===== src/rtl/brap_pkg.sv =====
// Shared constants, state codes and unit interface types for the button auto-repeat block.
package brap_pkg;

  localparam int NUM_BUTTONS = 9;
  localparam int MASK_W      = 9;
  localparam int TIME_W      = 32;
  localparam int CFG_W       = 16;
  localparam int CODE_W      = 4;
  localparam int IDX_W       = (NUM_BUTTONS > 1) ? $clog2(NUM_BUTTONS) : 1;
  localparam int CFG_IDX_W   = 2;
  localparam int STEP_W      = $clog2(TIME_W);

  // Register indexes on the configuration port
  localparam logic [CFG_IDX_W-1:0] REG_DELAY    = 2'd0;
  localparam logic [CFG_IDX_W-1:0] REG_INTERVAL = 2'd1;
  localparam logic [CFG_IDX_W-1:0] REG_WINDOW   = 2'd2;

  // Register reset values
  localparam logic [CFG_W-1:0] RESET_DELAY    = 16'd500;
  localparam logic [CFG_W-1:0] RESET_INTERVAL = 16'd100;
  localparam logic [CFG_W-1:0] RESET_WINDOW   = 16'd20;

  localparam logic [CODE_W-1:0] CODE_NONE = '0;

  typedef enum logic [4:0] {
    S_IDLE  = 5'b00001,
    S_SCAN  = 5'b00010,
    S_CHECK = 5'b00100,
    S_MOD   = 5'b01000,
    S_OUT   = 5'b10000
  } state_t;

  // Request to the shared remainder unit
  typedef struct packed {
    logic              start;
    logic [TIME_W-1:0] dividend;
    logic [CFG_W-1:0]  divisor;
  } mod_req_t;

  // Response from the shared remainder unit
  typedef struct packed {
    logic              done;
    logic [TIME_W-1:0] rem;
  } mod_rsp_t;

endpackage


===== src/rtl/brap_mod.sv =====
// Bit-serial remainder unit: 32-bit dividend modulo 16-bit divisor, zero divisor passes through.
module brap_mod
  import brap_pkg::*;
(
  input  logic     clk,
  input  logic     rst,
  input  mod_req_t req,
  output mod_rsp_t rsp
);

  logic              busy;
  logic              done;
  logic [STEP_W-1:0] step;
  logic [TIME_W-1:0] dvd;
  logic [CFG_W-1:0]  rem;
  logic              zero_div;

  logic [CFG_W:0]    trial;
  logic              fits;
  logic              last_step;

  // Shift in the next dividend bit and try the subtraction
  assign trial = {rem, dvd[TIME_W-1]};
  assign fits  = (trial >= {1'b0, req.divisor});

  assign last_step = zero_div || (step == STEP_W'(TIME_W - 1));

  // Control: start, count steps, flag completion
  always_ff @(posedge clk) begin
    if (rst) begin
      busy <= 1'b0;
      done <= 1'b0;
      step <= '0;
    end else begin
      if (req.start) begin
        busy <= 1'b1;
        done <= 1'b0;
        step <= '0;
      end else if (busy) begin
        if (last_step) begin
          busy <= 1'b0;
        end
        done <= last_step;
        step <= step + STEP_W'(1);
      end else begin
        done <= 1'b0;
      end
    end
  end

  // Datapath: one quotient bit per cycle
  always_ff @(posedge clk) begin
    if (req.start) begin
      dvd      <= req.dividend;
      rem      <= '0;
      zero_div <= (req.divisor == '0);
    end else if (busy && !zero_div) begin
      dvd <= {dvd[TIME_W-2:0], 1'b0};
      if (fits) begin
        rem <= CFG_W'(trial - {1'b0, req.divisor});
      end else begin
        rem <= trial[CFG_W-1:0];
      end
    end
  end

  assign rsp.done = done;
  assign rsp.rem  = zero_div ? dvd : {{(TIME_W - CFG_W){1'b0}}, rem};

endmodule


===== src/rtl/button_auto_repeat_priority.sv =====
// Top level: polled nine-button auto-repeat with priority scan and event output register.
//
// One poll is taken when the block is idle and yields exactly one event code. With the pad
// absent a poll goes straight to the output. Otherwise buttons are visited in priority
// order, one at a time: a released button or a first press is settled in the scan state,
// a held button not yet repeating in the scan and check states, and a repeating button
// also in the bit-serial remainder unit, which resolves one bit of the 32-bit phase per
// cycle (and passes the phase through when the interval is zero). The event code is then
// loaded into the output register. The next poll is taken while an event still waits at the
// output; configuration writes are taken at any time and must only be made while idle.
module button_auto_repeat_priority
  import brap_pkg::*;
(
  input  logic                 clk,
  input  logic                 rst,

  input  logic                 in_valid,
  output logic                 in_ready,
  input  logic [MASK_W-1:0]    pressed_mask,
  input  logic [TIME_W-1:0]    now_ms,
  input  logic                 pad_present,

  output logic                 out_valid,
  input  logic                 out_ready,
  output logic [CODE_W-1:0]    event_code,

  input  logic                 cfg_valid,
  output logic                 cfg_ready,
  input  logic [CFG_IDX_W-1:0] cfg_index,
  input  logic [CFG_W-1:0]     cfg_data
);

  state_t              state;
  logic [IDX_W-1:0]    idx;
  logic [MASK_W-1:0]   mask_q;
  logic [TIME_W-1:0]   now_q;
  logic [TIME_W-1:0]   held_q;
  logic [CODE_W-1:0]   code_q;

  logic [CFG_W-1:0]    repeat_delay_ms;
  logic [CFG_W-1:0]    repeat_interval_ms;
  logic [CFG_W-1:0]    repeat_window_ms;

  logic [TIME_W-1:0]   press_stamp   [NUM_BUTTONS];
  logic [NUM_BUTTONS-1:0] repeat_active;

  mod_req_t            mod_req;
  mod_rsp_t            mod_rsp;

  logic                in_xfer;
  logic                down;
  logic                last_btn;
  logic [TIME_W:0]     over;
  logic                reached;
  logic [CODE_W-1:0]   btn_code;

  assign in_ready  = (state == S_IDLE);
  assign cfg_ready = 1'b1;
  assign in_xfer   = in_valid && in_ready;

  assign down     = mask_q[idx];
  assign last_btn = (idx == IDX_W'(NUM_BUTTONS - 1));
  assign btn_code = CODE_W'(idx) + CODE_W'(1);

  // Held time minus delay; the borrow says whether the delay is reached
  assign over    = {1'b0, held_q} - {{(TIME_W + 1 - CFG_W){1'b0}}, repeat_delay_ms};
  assign reached = !over[TIME_W];

  // Hand the phase to the remainder unit
  assign mod_req.start    = (state == S_CHECK) && repeat_active[idx];
  assign mod_req.dividend = over[TIME_W-1:0];
  assign mod_req.divisor  = repeat_interval_ms;

  brap_mod u_mod (
    .clk (clk),
    .rst (rst),
    .req (mod_req),
    .rsp (mod_rsp)
  );

  // Configuration registers
  always_ff @(posedge clk) begin
    if (rst) begin
      repeat_delay_ms    <= RESET_DELAY;
      repeat_interval_ms <= RESET_INTERVAL;
      repeat_window_ms   <= RESET_WINDOW;
    end else if (cfg_valid && cfg_ready) begin
      unique case (cfg_index)
        REG_DELAY:    repeat_delay_ms    <= cfg_data;
        REG_INTERVAL: repeat_interval_ms <= cfg_data;
        REG_WINDOW:   repeat_window_ms   <= cfg_data;
        default: ;
      endcase
    end
  end

  // Capture the poll on transfer and the held time while scanning
  always_ff @(posedge clk) begin
    if (in_xfer) begin
      mask_q <= pressed_mask;
      now_q  <= now_ms;
    end
    if (state == S_SCAN) begin
      held_q <= now_q - press_stamp[idx];
    end
  end

  // Sequencer: scan buttons in priority order, update their state, hold the event code
  always_ff @(posedge clk) begin
    if (rst) begin
      state         <= S_IDLE;
      idx           <= '0;
      code_q        <= CODE_NONE;
      repeat_active <= '0;
      for (int i = 0; i < NUM_BUTTONS; i++) begin
        press_stamp[i] <= '0;
      end
    end else begin
      unique case (state)
        S_IDLE: begin
          if (in_xfer) begin
            idx    <= '0;
            code_q <= CODE_NONE;
            state  <= pad_present ? S_SCAN : S_OUT;
          end
        end
        S_SCAN: begin
          priority if (!down) begin
            press_stamp[idx]   <= '0;
            repeat_active[idx] <= 1'b0;
            if (last_btn) begin
              state <= S_OUT;
            end else begin
              idx <= idx + IDX_W'(1);
            end
          end else if (press_stamp[idx] == '0) begin
            press_stamp[idx] <= now_q;
            code_q           <= btn_code;
            state            <= S_OUT;
          end else begin
            state <= S_CHECK;
          end
        end
        S_CHECK: begin
          priority if (repeat_active[idx]) begin
            state <= S_MOD;
          end else if (reached) begin
            repeat_active[idx] <= 1'b1;
            code_q             <= btn_code;
            state              <= S_OUT;
          end else if (last_btn) begin
            state <= S_OUT;
          end else begin
            idx   <= idx + IDX_W'(1);
            state <= S_SCAN;
          end
        end
        S_MOD: begin
          if (mod_rsp.done) begin
            priority if (mod_rsp.rem < {{(TIME_W - CFG_W){1'b0}}, repeat_window_ms}) begin
              code_q <= btn_code;
              state  <= S_OUT;
            end else if (last_btn) begin
              state <= S_OUT;
            end else begin
              idx   <= idx + IDX_W'(1);
              state <= S_SCAN;
            end
          end
        end
        S_OUT: begin
          if (!out_valid || out_ready) begin
            state <= S_IDLE;
          end
        end
        default: state <= S_IDLE;
      endcase
    end
  end

  // Output register: load when the slot is free, drop on transfer
  always_ff @(posedge clk) begin
    if (rst) begin
      out_valid <= 1'b0;
    end else if ((state == S_OUT) && (!out_valid || out_ready)) begin
      out_valid <= 1'b1;
    end else if (out_ready) begin
      out_valid <= 1'b0;
    end
  end

  always_ff @(posedge clk) begin
    if ((state == S_OUT) && (!out_valid || out_ready)) begin
      event_code <= code_q;
    end
  end

  // A finished remainder only arrives while the sequencer waits for it
  a_mod_done_in_wait: assert property (@(posedge clk) disable iff (rst)
    mod_rsp.done |-> (state == S_MOD))
    else $error("remainder finished outside its wait state");

  // An absent pad goes straight to the output with no event
  a_absent_no_event: assert property (@(posedge clk) disable iff (rst)
    (in_xfer && !pad_present) |=> ((state == S_OUT) && (code_q == CODE_NONE)))
    else $error("absent pad did not yield an empty event");

  // A button with no stored press can never be repeating
  a_stamp_repeat: assert property (@(posedge clk) disable iff (rst)
    (press_stamp[idx] == '0) |-> !repeat_active[idx])
    else $error("repeat flag set on a button with no press stamp");

  // Event codes stay within the button range
  a_code_range: assert property (@(posedge clk) disable iff (rst)
    out_valid |-> (event_code <= CODE_W'(NUM_BUTTONS)))
    else $error("event code out of range");

endmodule


===== config.mk =====
export PLATFORM = sky130hd
export DESIGN_NAME = button_auto_repeat_priority
export DESIGN_NICKNAME = d
export VERILOG_FILES = /design/src/rtl/brap_pkg.sv /design/src/rtl/brap_mod.sv /design/src/rtl/button_auto_repeat_priority.sv
export SDC_FILE = /design/constraint.sdc
export NUM_CORES = 1
export LEC_CHECK = 0
export BUFFER_PORTS_ARGS = -buffer_cell sky130_fd_sc_hd__buf_2
export CAP_MARGIN = 10
export CORE_UTILIZATION = 63
export CTS_BUF_LIST = sky130_fd_sc_hd__clkbuf_8 sky130_fd_sc_hd__clkbuf_16
export DETAILED_ROUTE_END_ITERATION = 12
export MAX_ROUTING_LAYER = met4
export PLACE_DENSITY = 0.8
export SLEW_MARGIN = 20
export SYNTH_ARGS = -nofsm -noshare
export SYNTH_HDL_FRONTEND = slang
export SYNTH_HIERARCHICAL = 1
export SYNTH_SLANG_ARGS = --single-unit

===== constraint.sdc =====
create_clock -name clk -period 7.91 [get_ports clk]
set_input_delay 1.582 -clock clk [delete_from_list [all_inputs] [get_ports clk]]
set_output_delay 1.582 -clock clk [all_outputs]
set_load 0.005 [all_outputs]

==> metrics <==
final setup vio count=0; gr usage total=0.329; register area=roughly 0.021 sq mm; final instance area=0.0365 sq mm; die area=0.0534 sq mm; Peak VDD IR=0.308 mV; ys async rst share=0; hold_buf cts=0; DP Area=0.0340 sq mm; Post-synth EDFFs=622; Lkg Pwr=12.6 nW; Placement Setup Slack=around 2.0 ns; total CTS buffers=a little over 70; Initial Util=0.640; area grow syn2layout=10.4%; Yosys warning total=6; Pwr Density=268 mW/mm^2; post-route ant nets=0; FMAX=165 MHz; setup TNS=0 ns; clk slew on worst S/H paths=0.06 ns; CTS tree=built; Synthesized Nets=about 2600; CTS resizes=0; HP Class=flip-flop to flip-flop; CP max FO=57; synthesized instance count=approximately 2400; Iter 0 DRT Violations=about 2700; WP data required=8.14 ns; register area share after synthesis=0.624; IO buf count=70; post-DP HPWL=52.3 mm; DR vias=21000; initial antenna violation count=0; Synth Register Bits=720; outcome=finished, final reports clean; CTS Buffer Depth=3; htree depth=3; Worst Hold Launch=code_q[3]; global-route wire length before repair=126 mm; Root Buffer=clkbuf_16; Worst Setup Slack, final=1.84 ns; largest net degree at the start of global routing=a little under 60; Initial DRT Pass Iterations=6; Synth Flop Type=edfxtp_1; Top delay family on crit path=simple AND/OR/NAND/NOR gates; clk_lat worst skew=around 0.63 ns; slowest cell delay on critical path=0.98 ns; post-CTS setup buffers=0; Max-Cap Viols=0; Slowest-stage cell, CP=dfxtp_4; total core area=~0.052 sq mm; final-stage net count=roughly 2600; clock skew=0.0281 ns; total routed wirelength=82.9 mm; fin cells=3208; Die Y=between 200 and 250 microns; Setup crit start kind=flip-flop; # IOs=72; n_diodes=0; final hold violations=0; Post-Synthesis Cell Area=0.0331 sq mm; area of the multi-input gates=about 0.011 sq mm; Synth cell types=76; WP buf/inv=2; DR WL/cell=25.8 microns; placed insts=3075; min cycle time layout=~6.1 ns; total grt overflow=0; vias in the first global route=21400; Worst-Margin Slew=1.16 ns; Avg Inst Size Synth=between 10 and 15 sq um; Crit Path Class=flip-flop to flip-flop; vias per cell=~6.5; FP Rows=83; Die W=approximately 230 microns; fill count=3171; Final Slew Violations=0; crit share post-route=0.768; cell chain of the critical path=buf_4 -> mux4_2 -> mux4_2 -> nor4_1 -> nand2_1 -> nor4_2 -> o21ai_1 -> nor2_1 -> nand2_1 -> buf_4 -> nand2b_2; Placer Congestion=0.950; Max-slew headroom=0.229; DRC Markers=0; crit path capture type=flip-flop; layout cells sized above 1=0.181; clk sinks=720; WP data arrival=6.30 ns; RSZ-0062 raised after global routing=no
-- cell families after synthesis --
| kind of cell | Yosys count | synth area share |
|---|---|---|
| xor+xnor | 68 | 0.0180 |
| flops | 720 | 0.624 |
| fa+ha+maj | 87 | 0.0336 |
| buf+inv | 256 | 0.0313 |
| mux | 216 | 0.128 |
| simple gates | 774 | 0.106 |
| other cells | 1 | 0.000113 |
| compound gates | 292 | 0.0584 |
-- final timing paths --
path	to	slack, ns	cells past startpoint
setup / recovery	press_stamp[7][17]	1.84	11
hold / removal	event_code[3]	0.43	0
setup reg to reg	press_stamp[7][17]	1.84	11
hold reg to reg	event_code[3]	0.43	0
-- cell type report --
class / instances / share of cell area
Sequential cell: 720 / 0.566
Clock inverter: 52 / 0.0131
Timing Repair Buffer: 100 / 0.0171
Clock buffer: 79 / 0.0530
Multi-Input combinational cell: 1438 / 0.313
Tap cell: 680 / 0.0233
Inverter: 139 / 0.0143
-- flip-flops by register name (all words and copies together) (netlist names), 9 cells and up, named ones only --
name / flops
press_stamp: 512
held_q: 32
now_q: 32
u_mod/dvd: 32
repeat_delay_ms: 16
repeat_interval_ms: 16
repeat_window_ms: 16
u_mod/rem: 16
mask_q: 9
-- through the flow --
step                power [mW]  hold WS [ns]   util
floorplan                 5.86         0.408      -
global placement          6.25         0.427  0.660
detailed placement        6.32         0.423  0.660
CTS                       9.79         0.437  0.706
global route              10.1         0.448  0.707
finish                    9.79         0.434  0.707
-- cells in the final DEF (no fill, tap or decap), types with 9 or more instances in the layout --
master	netlist	final
nor3_1	33	32
nor2_1	364	364
and2_1	22	18
o211ai_1	13	13
a21o_1	29	29
mux2_2	46	46
mux4_2	162	162
ha_1	84	84
and3_1	12	9
nor2b_1	20	20
buf_2	23	70
dfxtp_1	98	94
o21ai_0	40	40
a21oi_1	97	97
nand2b_1	24	15
a211o_1	11	11
a211oi_1	9	9
nand2b_2	0	9
nand3b_1	12	12
xor2_1	22	22
clkinv_2	0	13
xnor2_1	46	46
bufinv_16	0	9
nand4_1	10	10
clkbuf_16	0	75
nand3_1	18	18
nor4_1	21	21
nand2_1	190	190
buf_4	6	25
clkinv_1	0	10
o21a_1	16	16
edfxtp_1	622	622
inv_1	139	152
or3_1	14	14
-- report_power, final --
group	leakage [nW]	switching, mW	total, mW	internal [mW]
sequential	6.79	0.162	4.49	4.32
clock	1.23	1.46	3.52	2.05
combinational	4.62	0.943	1.79	0.847
total	12.6	2.57	9.79	7.22
-- metal layers --
layer	global-route usage	vias up	routed length, microns
met4	0.148	0	3640
met3	0.0645	234	8040
li1	-	9086	-
met5	-	-	0
met2	0.537	1219	41500
met1	0.400	10400	29700
-- cell usage after synthesis (6+ instances only) --
| cell type | n | area share |
|---|---|---|
| xnor2_1 | 46 | 0.012 |
| nand2_1 | 190 | 0.022 |
| a31oi_1 | 7 | 0.0013 |
| inv_1 | 139 | 0.016 |
| nor3_1 | 33 | 0.0050 |
| nand3_1 | 18 | 0.0027 |
| o21ai_0 | 40 | 0.0061 |
| and2_1 | 22 | 0.0042 |
| a211oi_1 | 9 | 0.0020 |
| dfxtp_1 | 98 | 0.059 |
| ha_1 | 84 | 0.032 |
| or2_2 | 8 | 0.0015 |
| a211o_1 | 11 | 0.0029 |
| nor3b_1 | 6 | 0.0014 |
| nand4_1 | 10 | 0.0019 |
| or3_1 | 14 | 0.0026 |
| a21o_1 | 29 | 0.0066 |
| o211ai_1 | 13 | 0.0030 |
| nor2b_1 | 20 | 0.0038 |
| a21oi_1 | 97 | 0.015 |
| mux4_2 | 162 | 0.11 |
| mux2_2 | 46 | 0.016 |
| xor2_1 | 22 | 0.0058 |
| and3_1 | 12 | 0.0023 |
| o21bai_1 | 8 | 0.0018 |
| edfxtp_1 | 622 | 0.57 |
| buf_2 | 23 | 0.0035 |
| nor2_1 | 364 | 0.041 |
| clkbuf_1 | 81 | 0.0092 |
| nand3b_1 | 12 | 0.0027 |
| o21a_1 | 16 | 0.0036 |
| buf_4 | 6 | 0.0014 |
| nand2b_1 | 24 | 0.0045 |
| nor4_1 | 21 | 0.0040 |
| mux2i_1 | 8 | 0.0024 |
No activity file was read; power rests on OpenSTA's default activity.
